$ cat src/rtl/core/pr80_pkg.sv
// PRESENT-80 encryption package: stage record type, configuration register
// indexes and the round functions (S-box, permutation, key update).
// No dependencies.
package pr80_pkg;

  localparam int BLK_W       = 64;
  localparam int KEY_W       = 80;
  localparam int KEY_HIGH_W  = 16;
  localparam int RC_W        = 5;
  localparam int ROUNDS_DEF  = 31;
  localparam int CFG_IDX_W   = 1;

  // Configuration register indexes.
  localparam logic [CFG_IDX_W-1:0] CFG_KEY_LOW  = 1'b0;
  localparam logic [CFG_IDX_W-1:0] CFG_KEY_HIGH = 1'b1;

  // One pipeline slot: the block in flight and the round key that travels with it.
  typedef struct packed {
    logic             valid;
    logic [BLK_W-1:0] state;
    logic [KEY_W-1:0] key;
  } pr80_stage_t;

  // The 4-bit S-box.
  function automatic logic [3:0] sbox4(input logic [3:0] x);
    logic [3:0] y;
    case (x)
      4'h0: y = 4'hC;
      4'h1: y = 4'h5;
      4'h2: y = 4'h6;
      4'h3: y = 4'hB;
      4'h4: y = 4'h9;
      4'h5: y = 4'h0;
      4'h6: y = 4'hA;
      4'h7: y = 4'hD;
      4'h8: y = 4'h3;
      4'h9: y = 4'hE;
      4'hA: y = 4'hF;
      4'hB: y = 4'h8;
      4'hC: y = 4'h4;
      4'hD: y = 4'h7;
      4'hE: y = 4'h1;
      4'hF: y = 4'h2;
      default: y = 4'h0;
    endcase
    return y;
  endfunction

  // S-box applied to all sixteen nibbles.
  function automatic logic [BLK_W-1:0] sub_layer(input logic [BLK_W-1:0] s);
    logic [BLK_W-1:0] o;
    for (int n = 0; n < BLK_W / 4; n++) begin
      o[4*n +: 4] = sbox4(s[4*n +: 4]);
    end
    return o;
  endfunction

  // Bit i moves to bit i/4 + 16*(i%4).
  function automatic logic [BLK_W-1:0] perm_layer(input logic [BLK_W-1:0] s);
    logic [BLK_W-1:0] o;
    for (int i = 0; i < BLK_W; i++) begin
      o[(i >> 2) + ((i & 3) << 4)] = s[i];
    end
    return o;
  endfunction

  // The round key is the top 64 bits of the key register.
  function automatic logic [BLK_W-1:0] top64(input logic [KEY_W-1:0] k);
    return k[KEY_W-1 -: BLK_W];
  endfunction

  // Key update: rotate left by 61, S-box on the top nibble, round counter into bits 19..15.
  function automatic logic [KEY_W-1:0] next_key(input logic [KEY_W-1:0] k,
                                                input logic [RC_W-1:0]  rc);
    logic [KEY_W-1:0] n;
    n = {k[18:0], k[KEY_W-1:19]};
    n[KEY_W-1 -: 4] = sbox4(n[KEY_W-1 -: 4]);
    n[19:15] = n[19:15] ^ rc;
    return n;
  endfunction

endpackage

$ cat src/rtl/core/pr80_round_cell.sv
// One PRESENT round cell: add round key, S-box layer, permutation, key update.
// Depends on pr80_pkg for the stage record and the round functions.
module pr80_round_cell import pr80_pkg::*; #(
  parameter int ROUND_IDX = 1
) (
  input  logic        clk,
  input  logic        rst_n,
  input  logic        en,
  input  pr80_stage_t stage_in,
  output pr80_stage_t stage_out
);

  localparam logic [RC_W-1:0] RC = RC_W'(ROUND_IDX);

  logic             valid_r;
  logic [BLK_W-1:0] state_r, state_nxt;
  logic [KEY_W-1:0] key_r, key_nxt;

  // Round datapath on the item entering this cell.
  always_comb begin
    state_nxt = perm_layer(sub_layer(stage_in.state ^ top64(stage_in.key)));
    key_nxt   = next_key(stage_in.key, RC);
  end

  // Slot occupancy.
  always_ff @(posedge clk) begin
    if (!rst_n) begin
      valid_r <= 1'b0;
    end else if (en) begin
      valid_r <= stage_in.valid;
    end
  end

  // Block and key registers carry no reset.
  always_ff @(posedge clk) begin
    if (en) begin
      state_r <= state_nxt;
      key_r   <= key_nxt;
    end
  end

  assign stage_out = '{valid: valid_r, state: state_r, key: key_r};

endmodule

$ cat config.mk
export PLATFORM = sky130hd
export DESIGN_NAME = pr80_round_cell
export DESIGN_NICKNAME = d
export VERILOG_FILES = /design/src/rtl/core/pr80_pkg.sv /design/src/rtl/core/pr80_round_cell.sv
export SDC_FILE = /design/constraint.sdc
export NUM_CORES = 1
export LEC_CHECK = 0
export BUFFER_PORTS_ARGS = -buffer_cell sky130_fd_sc_hd__buf_2
export CAP_MARGIN = 20
export CORE_MARGIN = 2
export CORE_UTILIZATION = 28
export CTS_BUF_LIST = sky130_fd_sc_hd__clkbuf_16
export DETAILED_ROUTE_END_ITERATION = 8
export PLACE_DENSITY_LB_ADDON = 0.3
export REMOVE_ABC_BUFFERS = 1
export SLEW_MARGIN = 20
export SYNTH_ARGS = -nofsm -noshare
export SYNTH_HDL_FRONTEND = slang
export SYNTH_SLANG_ARGS = --single-unit
$ cat constraint.sdc
create_clock -name clk -period 1.8 [get_ports clk]
set_input_delay 0.36 -clock clk [delete_from_list [all_inputs] [get_ports clk]]
set_output_delay 0.36 -clock clk [all_outputs]
set_load 0.02 [all_outputs]
==> results of run 1 <==
[metal layers]
metal / up-vias / GRT usage / routed length (um)
met3: 27 / 0.04268 / 1367
li1: 2621 / - / -
met5: - / 0 / 26
met2: 181 / 0.2137 / 8706
met1: 2495 / 0.1441 / 7225
met4: 4 / 0.04274 / 373
[worst paths after layout]
path | from | slack (ns) | endpoint | cells past startpoint
min reg2reg | valid_r$_SDFFE_PN0P_ | 0.52 | valid_r$_SDFFE_PN0P_ | 2
min | stage_in[11] | 0.12 | key_r[72]$_DFFE_PP_ | 1
max | stage_in[21] | 0.29 | state_r[33]$_DFFE_PP_ | 5
max reg2reg | valid_r$_SDFFE_PN0P_ | 1.21 | valid_r$_SDFFE_PN0P_ | 2
[power groups by stage]
stage / registers [uW] / logic [uW] / clock network (uW)
after global placement: 4390 / 2850 / 0
final: 4330 / 2830 / 3610
after floorplan: 4950 / 1050 / 0
after CTS: 4330 / 2880 / 3720
after detailed placement: 4400 / 2870 / 0
after global routing: 4370 / 3120 / 3840
[per-stage QoR]
stage               setup TNS [ns]  hold slack, ns  instance area [um2]    util  setup slack (ns)
floorplan                        0          0.4589                 7614       -           0.09859
CTS                              0         0.09776                10810  0.4021            0.3157
finish                           0          0.1189                10810  0.4024            0.2942
global route                     0         0.09472                10810  0.4023            0.2636
detailed placement          -1.172          0.5121                10220  0.3801           -0.1129
global placement           -0.6504          0.4976                10220  0.3801          -0.09400
[cell usage in the layout (no fill, tap or decap), types with 2 or more instances in the layout]
| cell type | n |
|---|---|
| buf_12 | 2 |
| buf_2 | 291 |
| buf_4 | 89 |
| bufinv_16 | 3 |
| clkbuf_16 | 17 |
| clkinv_4 | 2 |
| clkinvlp_4 | 2 |
| diode_2 | 3 |
| edfxtp_1 | 144 |
| ha_1 | 53 |
| inv_1 | 68 |
| inv_6 | 3 |
| mux2i_1 | 48 |
| mux4_1 | 10 |
| mux4_2 | 9 |
| nand2_1 | 3 |
| nand3_1 | 15 |
| o211ai_1 | 14 |
| o21a_1 | 2 |
| o21ai_0 | 18 |
| o221a_2 | 14 |
| xnor2_1 | 43 |
| xnor2_2 | 5 |
| xor2_1 | 17 |
| xor2_2 | 16 |
[final cells by class]
| cell class | instances | share of cell area |
|---|---|---|
| Clock inverter | 14 | 0.01527 |
| Timing Repair Buffer | 383 | 0.2012 |
| Tap cell | 341 | 0.03945 |
| Sequential cell | 145 | 0.4017 |
| Inverter | 66 | 0.02291 |
| Multi-Input combinational cell | 276 | 0.2794 |
| Antenna cell | 3 | 0.0006942 |
| Clock buffer | 17 | 0.03934 |
[state kept, by name, summed over array words and instances, names as in the netlist]
signal   cells
key_r       80
state_r     64
valid_r      1
[logic make-up after synthesis]
group / count (synthesis) / synth area share
AO/OA/AOI/OAI: 51 / 0.05193
AND/OR/NAND/NOR: 22 / 0.01442
multiplexers: 68 / 0.1253
XOR/XNOR: 82 / 0.1171
adder cells (fa/ha/maj): 53 / 0.08683
buffers and inverters: 69 / 0.03555
flip-flops: 145 / 0.5688
[worst max-delay path: cells and delay by family]
| kind | cells | cell delay, ns |
|---|---|---|
| buffers and inverters | 2 | 0.20 |
| adder cells (fa/ha/maj) | 1 | 0.30 |
| multiplexers | 1 | 0.46 |
| XOR/XNOR | 1 | 0.33 |
==> impl_metrics.env, run 1 <==
export IMPL_initial_core_util=0.2842
export IMPL_grt_usage=0.1241
export IMPL_die_h_um=169.2
export IMPL_ys_seq_area_frac=0.5688
export IMPL_worstPathMaxFanout=4
export IMPL_wire_per_inst_um=14.22
export IMPL_grt_pass1_vias=5489
export IMPL_p_seq_frac=0.402
export IMPL_final_instance_count_excl_fill=1245
export IMPL_drtIter0Drc=223
export IMPL_syn_mean_instance_area_um2=15.59
export IMPL_hp_class="input pin to flop"
export IMPL_synth_cells=490
export IMPL_clock_sinks=145
export IMPL_ctsRootBufferMaster="clkbuf_16"
export IMPL_async_flop_share=0
export IMPL_tightest_slew_ns=0.3863
export IMPL_vias=5328
export IMPL_synth_top_cell_area_share=0.5662
export IMPL_fp_coreArea_um2=26880
export IMPL_grt_overflow=0
export IMPL_outcome="finished clean"
export IMPL_antenna_found_initial=5
export IMPL_layout_nets=1090
export IMPL_cp_arrival_ns=1.65
export IMPL_clockBufferDepth=2
export IMPL_yosys_warnings=0
export IMPL_avgViaCountPerCell=4.280
export IMPL_postRouteAntennaNets=0
export IMPL_cp_slowest_cell="mux4_2"
export IMPL_synth_area_leaders="edfxtp_1 57%, ha_1 8.7%, mux2i_1 6.3%"
export IMPL_clock_latency_ns=0.41
export IMPL_dr_pass1_iters=4
export IMPL_p_leak_uw=0.004860
export IMPL_dp_hpwl_um=14170
export IMPL_numCtsBuffers=17
export IMPL_multi_input_area_um2=3022
export IMPL_numPortBuffers=292
export IMPL_synth_seq_cells=145
export IMPL_final_max_slew_violation_count=0
export IMPL_place_congestion=0.7884
export IMPL_grt_start_max_net_pins=38
export IMPL_fin_crit_ns=1.506
export IMPL_dieWidth_um=169.2
export IMPL_row_count=60
export IMPL_maxCapViolations=0
export IMPL_combPwrFrac=0.263
export IMPL_routed_wirelength_um=17700
export IMPL_totalPowerFinal_uw=10770
export IMPL_cts_setup_buffers=0
export IMPL_max_stage_delay_ns=0.46
export IMPL_worstPathRequired_ns=1.95
export IMPL_end_kind="flop"
export IMPL_synth_edf_count=144
export IMPL_fmax_mhz=664.1
export IMPL_cp_start_kind="input pin"
export IMPL_rsz0062_at_grt="false"
export IMPL_p_sw_frac=0.2874
export IMPL_drive_gt1_frac=0.5072
export IMPL_cts_htree_levels=4
export IMPL_synth_cell_type_count=29
export IMPL_skew_ns=0
export IMPL_cts_tree="built"
export IMPL_yosysMostFrequentCell="edfxtp_1"
export IMPL_ff_latch_area_um2=4344
export IMPL_nFillCells=2593
export IMPL_timing_hold_violations_final=0
export IMPL_placedCellCount=1211
export IMPL_io_pins=293
export IMPL_power_switching_uw=3095
export IMPL_powerDensity_nw_per_um2=995.6
export IMPL_hold_buffers=0
export IMPL_syn_area_um2=7637
export IMPL_setup_viol=0
export IMPL_path_class="input pin to flop"
export IMPL_drc=0
export IMPL_area_delta_synth_final_pct=41.60
export IMPL_path_clk_slew_ns=0.07
export IMPL_power_share_clock=0.335
export IMPL_synth_commonest_cells="144 x edfxtp_1, 66 x inv_1, 53 x ha_1, 48 x mux2i_1, 43 x xnor2_1"
export IMPL_postCtsResizedCells=0
export IMPL_ir_drop_v=0.0005013
export IMPL_grt_pass1_wl_um=27890
export IMPL_die_area_um2=28610
export IMPL_worstPathCellList="buf_2, xnor2_1, inv_1, ha_1, mux4_2"
export IMPL_relSlewSlack=0.7422
export IMPL_internal_power_uw=7672
export IMPL_yosys_area_top_type="edfxtp_1"
export IMPL_fin_crit_sh=0.8366
export IMPL_ys_flop_type="edfxtp_1"
Power figures use the tool's default switching activity.
==> run 2: changes to the inputs <==
Clock period 1.8 ns to 1.5 ns, I/O delays scaled along.
==> impl_metrics.env, run 2 (same netlist as run 1, synthesis figures left out) <==
export IMPL_ctsRootBufferMaster="clkbuf_16"
export IMPL_path_class="input pin to flop"
export IMPL_multi_input_area_um2=3037
export IMPL_r2r_cells=2
export IMPL_grt_pass1_vias=5530
export IMPL_clockBufferDepth=2
export IMPL_largest_reg_flops=80
export IMPL_hp_class="input pin to flop"
export IMPL_cp_start_kind="input pin"
export IMPL_vias=5433
export IMPL_hold_depth=1
export IMPL_final_cell_mix="291 x buf_2, 144 x edfxtp_1, 123 x buf_4"
export IMPL_clock_latency_ns=0.41
export IMPL_powerDensity_nw_per_um2=1179
export IMPL_cts_htree_levels=4
export IMPL_ff_latch_area_um2=4344
export IMPL_dp_hpwl_um=14580
export IMPL_initial_core_util=0.2842
export IMPL_place_ws_ns=-0.4161
export IMPL_cts_tree="built"
export IMPL_drtIter0Drc=246
export IMPL_grt_pass1_wl_um=28440
export IMPL_outcome="finished clean"
export IMPL_tns_ns=0
export IMPL_grt_overflow=0
export IMPL_p_leak_uw=0.005066
export IMPL_rrSetupSlack_ns=0.90
export IMPL_ir_drop_v=0.0004972
export IMPL_worstPathMaxFanout=4
export IMPL_fmax_mhz=697.5
export IMPL_tightest_slew_ns=0.3874
export IMPL_area_delta_synth_final_pct=45.69
export IMPL_place_congestion=0.8100
export IMPL_fin_crit_sh=0.9558
export IMPL_largestRegisters="key_r (80), state_r (64), valid_r (1)"
export IMPL_row_count=60
export IMPL_setup_viol=0
export IMPL_path_clk_slew_ns=0.06
export IMPL_wire_per_inst_um=14.21
export IMPL_dr_pass1_iters=4
export IMPL_end_kind="flop"
export IMPL_avgViaCountPerCell=4.238
export IMPL_numPortBuffers=292
export IMPL_layout_nets=1126
export IMPL_nFillCells=2593
export IMPL_layout_commonest_cell="buf_2"
export IMPL_regMostFlops="key_r"
export IMPL_drc=0
export IMPL_grt_usage=0.1271
export IMPL_relSlewSlack=0.7415
export IMPL_fin_crit_ns=1.434
export IMPL_drive_gt1_frac=0.5288
export IMPL_io_pins=293
export IMPL_grt_start_max_net_pins=28
export IMPL_setup_slack_ns=0.06625
export IMPL_fp_coreArea_um2=26880
export IMPL_rsz0062_at_grt="false"
export IMPL_die_area_um2=28610
export IMPL_antenna_found_initial=5
export IMPL_skew_ns=0
export IMPL_hold_buffers=0
export IMPL_cts_setup_buffers=0
export IMPL_final_max_slew_violation_count=0
export IMPL_numCtsBuffers=17
export IMPL_worstPathRequired_ns=1.65
export IMPL_routed_wirelength_um=18220
export IMPL_die_h_um=169.2
export IMPL_clock_sinks=145
export IMPL_maxCapViolations=0
export IMPL_postCtsResizedCells=0
export IMPL_dieWidth_um=169.2
export IMPL_cp_arrival_ns=1.58
export IMPL_timing_hold_violations_final=0
export IMPL_postRouteAntennaNets=0
-- run 2: metal layers --
layer	share of wire	wire length [um]	up-vias	GRT usage
li1	-	-	2703	-
met5	0.0016	30	-	0
met3	0.067	1217	16	0.04221
met4	0.010	189	4	0.03902
met1	0.42	7665	2549	0.1496
met2	0.50	9118	161	0.2201
-- run 2: path summary, 6_finish.rpt --
kind	start	endpoint
setup / recovery	stage_in[49]	state_r[40]$_DFFE_PP_
setup reg to reg	valid_r$_SDFFE_PN0P_	valid_r$_SDFFE_PN0P_
hold reg to reg	valid_r$_SDFFE_PN0P_	valid_r$_SDFFE_PN0P_
hold / removal	stage_in[11]	key_r[72]$_DFFE_PP_
-- run 2: area by class of cell --
| class | instances | share of cell area |
|---|---|---|
| Multi-Input combinational cell | 276 | 0.2729 |
| Timing Repair Buffer | 419 | 0.2221 |
| Tap cell | 341 | 0.03834 |
| Clock inverter | 15 | 0.01507 |
| Clock buffer | 17 | 0.03823 |
| Inverter | 66 | 0.02226 |
| Antenna cell | 3 | 0.0006747 |
| Sequential cell | 145 | 0.3904 |
-- run 2: stage by stage --
stage	cells	instance area, um2	total power [uW]	hold slack (ns)	utilization
floorplan	487	7614	7201	0.3989	-
global placement	1247	10510	8819	0.4761	0.3911
detailed placement	1247	10510	8880	0.4783	0.3911
CTS	1279	11100	13330	0.03196	0.4132
global route	1280	11120	13770	0.03122	0.4138
finish	1282	11130	13120	0.05715	0.4140
-- run 2: critical path: stages --
cell	delay [ns]
buf_2	0.11
xnor2_1	0.30
inv_1	0.08
ha_1	0.30
mux4_1	0.49
-- run 2: power breakdown --
part,switching [uW],internal [uW],total [uW]
Sequential,114,5080,5190
Combinational,1920,1640,3550
Clock,1760,2610,4380
Total,3790,9330,13100
==> run 3: changes to the inputs <==
Settings changed: BUFFER_PORTS_ARGS -buffer_cell sky130_fd_sc_hd__buf_2 to not set, DONT_BUFFER_PORTS set to 1.
==> impl_metrics.env, run 3 (same netlist as run 1, synthesis figures left out) <==
export IMPL_outcome="finished clean"
export IMPL_clock_latency_ns=0.41
export IMPL_diodes=0
export IMPL_combPwrFrac=0.177
export IMPL_place_ws_ns=-0.3019
export IMPL_drtIter0Drc=165
export IMPL_rrSetupSlack_ns=0.75
export IMPL_hold_depth=1
export IMPL_multi_input_area_um2=3022
export IMPL_met3_length_um=1623
export IMPL_hp_class="input pin to flop"
export IMPL_grt_pass1_vias=4960
export IMPL_row_count=60
export IMPL_final_cell_mix="144 x edfxtp_1, 80 x buf_4, 77 x dlygate4sd3_1"
export IMPL_p_sw_frac=0.2957
export IMPL_internal_power_uw=8407
export IMPL_tightest_slew_ns=0.9305
export IMPL_nFillCells=2557
export IMPL_layout_nets=866
export IMPL_highest_layer="met4"
export IMPL_largest_reg_flops=80
export IMPL_placed_area_um2=8641
export IMPL_place_congestion=0.7503
export IMPL_die_h_um=169.2
export IMPL_setup_slack_ns=0.1575
export IMPL_dp_hpwl_um=13450
export IMPL_fmax_mhz=744.9
export IMPL_final_max_slew_violation_count=0
export IMPL_r2r_cells=2
export IMPL_path_clk_slew_ns=0.06
export IMPL_ir_drop_v=0.0006024
export IMPL_die_area_um2=28610
export IMPL_rsz0062_at_grt="false"
export IMPL_largestRegisters="key_r (80), state_r (64), valid_r (1)"
export IMPL_hold_end="key_r[15]$_DFFE_PP_"
export IMPL_cts_htree_levels=4
export IMPL_fin_crit_ns=1.343
export IMPL_area_delta_synth_final_pct=30.50
export IMPL_powerDensity_nw_per_um2=1198
export IMPL_avgViaCountPerCell=4.554
export IMPL_grt_pass1_wl_um=27560
export IMPL_wl_met2_um=9471
export IMPL_power_share_clock=0.320
export IMPL_worstPathMaxFanout=3
export IMPL_dieWidth_um=169.2
export IMPL_maxCapViolations=0
export IMPL_fin_hold_ws_ns=0.03775
export IMPL_hold_path_startpoint="stage_in[34]"
export IMPL_ctsRootBufferMaster="clkbuf_16"
export IMPL_grt_overflow=0
export IMPL_io_pins=293
export IMPL_utilization=0.3709
export IMPL_skew_ns=0
export IMPL_numCtsBuffers=17
export IMPL_p_seq_frac=0.502
export IMPL_setup_viol=0
export IMPL_cts_tree="built"
export IMPL_layout_commonest_cell="edfxtp_1"
export IMPL_r2r_end="valid_r$_SDFFE_PN0P_"
export IMPL_antenna_found_initial=0
export IMPL_met1_length_um=7167
export IMPL_cts_setup_buffers=0
export IMPL_vias=4641
export IMPL_dr_pass1_iters=5
export IMPL_clock_sinks=145
export IMPL_drc=0
export IMPL_postRouteAntennaNets=0
export IMPL_fin_crit_sh=0.8950
export IMPL_end_kind="flop"
export IMPL_numPortBuffers=0
export IMPL_grt_start_max_net_pins=86
export IMPL_r2r_start="valid_r$_SDFFE_PN0P_"
export IMPL_p_leak_uw=0.003959
export IMPL_relSlewSlack=0.3797
export IMPL_grt_usage=0.1271
export IMPL_fp_coreArea_um2=26880
export IMPL_timing_hold_violations_final=0
export IMPL_regMostFlops="key_r"
export IMPL_drive_gt1_frac=0.2286
export IMPL_power_switching_uw=3530
export IMPL_clockBufferDepth=2
export IMPL_cp_start_kind="input pin"
export IMPL_cp_arrival_ns=1.48
export IMPL_worstPathRequired_ns=1.64
export IMPL_initial_core_util=0.2842
export IMPL_final_area_um2=9967
export IMPL_routed_wirelength_um=18610
export IMPL_wire_per_inst_um=18.27
export IMPL_ff_latch_area_um2=4344
export IMPL_path_class="input pin to flop"
run 3: changes by cell type in the layout (fill, tap and decap cells not counted), moves of 2 or more:
cell	delta
buf_12	-3
buf_2	-291
buf_4	-43
bufinv_16	-3
clkinvlp_4	+4
diode_2	-3
dlygate4sd3_1	+77
inv_1	+2
xnor2_1	+2
xnor2_2	-2
run 3: worst max path at each step:
stage | depth (start not counted) | end | start | slack [ns]
6_report | 4 | state_r[45]$_DFFE_PP_ | stage_in[69] | 0.16
3_3_place_gp | 4 | state_r[45]$_DFFE_PP_ | stage_in[69] | -0.25
5_1_grt | 4 | state_r[36]$_DFFE_PP_ | stage_in[33] | 0.09
4_1_cts | 1 | key_r[27]$_DFFE_PP_ | en | 0.003
2_1_floorplan | 4 | state_r[36]$_DFFE_PP_ | stage_in[33] | -0.14
3_5_place_dp | 4 | state_r[45]$_DFFE_PP_ | stage_in[69] | -0.30
run 3: timing repair:
action	CTS	global route
setup endpoints to repair	0	13
hold buffers	79	0
hold endpoints to repair	107	0
gates resized for setup	0	1
run 3: cell type report:
class / instances / share of cell area
clock inverter: 15 / 0.009792
inverter: 66 / 0.02486
sequential: 145 / 0.4359
clock buffer: 17 / 0.04268
multi-input combinational: 276 / 0.3032
tap: 341 / 0.04281
timing repair buffer: 159 / 0.1408
run 3: power groups by stage:
stage	Clock [uW]	Combinational [uW]	Sequential, uW
2_1_floorplan	0	1260	5940
3_3_place_gp	0	1800	6110
3_5_place_dp	0	1910	6100
4_1_cts	3970	2140	6020
5_1_grt	4110	2360	6050
6_report	3830	2110	6000
run 3: critical path, stage by stage:
cell and delay, ns:
xnor2_1 0.29, inv_1 0.08, ha_1 0.32, mux4_1 0.49
run 3: routing by layer:
metal	vias to the layer above	GRT usage
li1	2172	-
met1	2257	0.1371
met2	193	0.2227
met3	19	0.05201
met4	0	0.04868
met5	-	0
run 3: per-stage QoR:
step	power [uW]	setup TNS (ns)	std cells
after floorplan	7201	-2.068	487
after global placement	7907	-3.136	908
after detailed placement	8014	-4.451	908
after CTS	12130	0	1019
after global routing	12520	0	1019
final	11940	0	1019
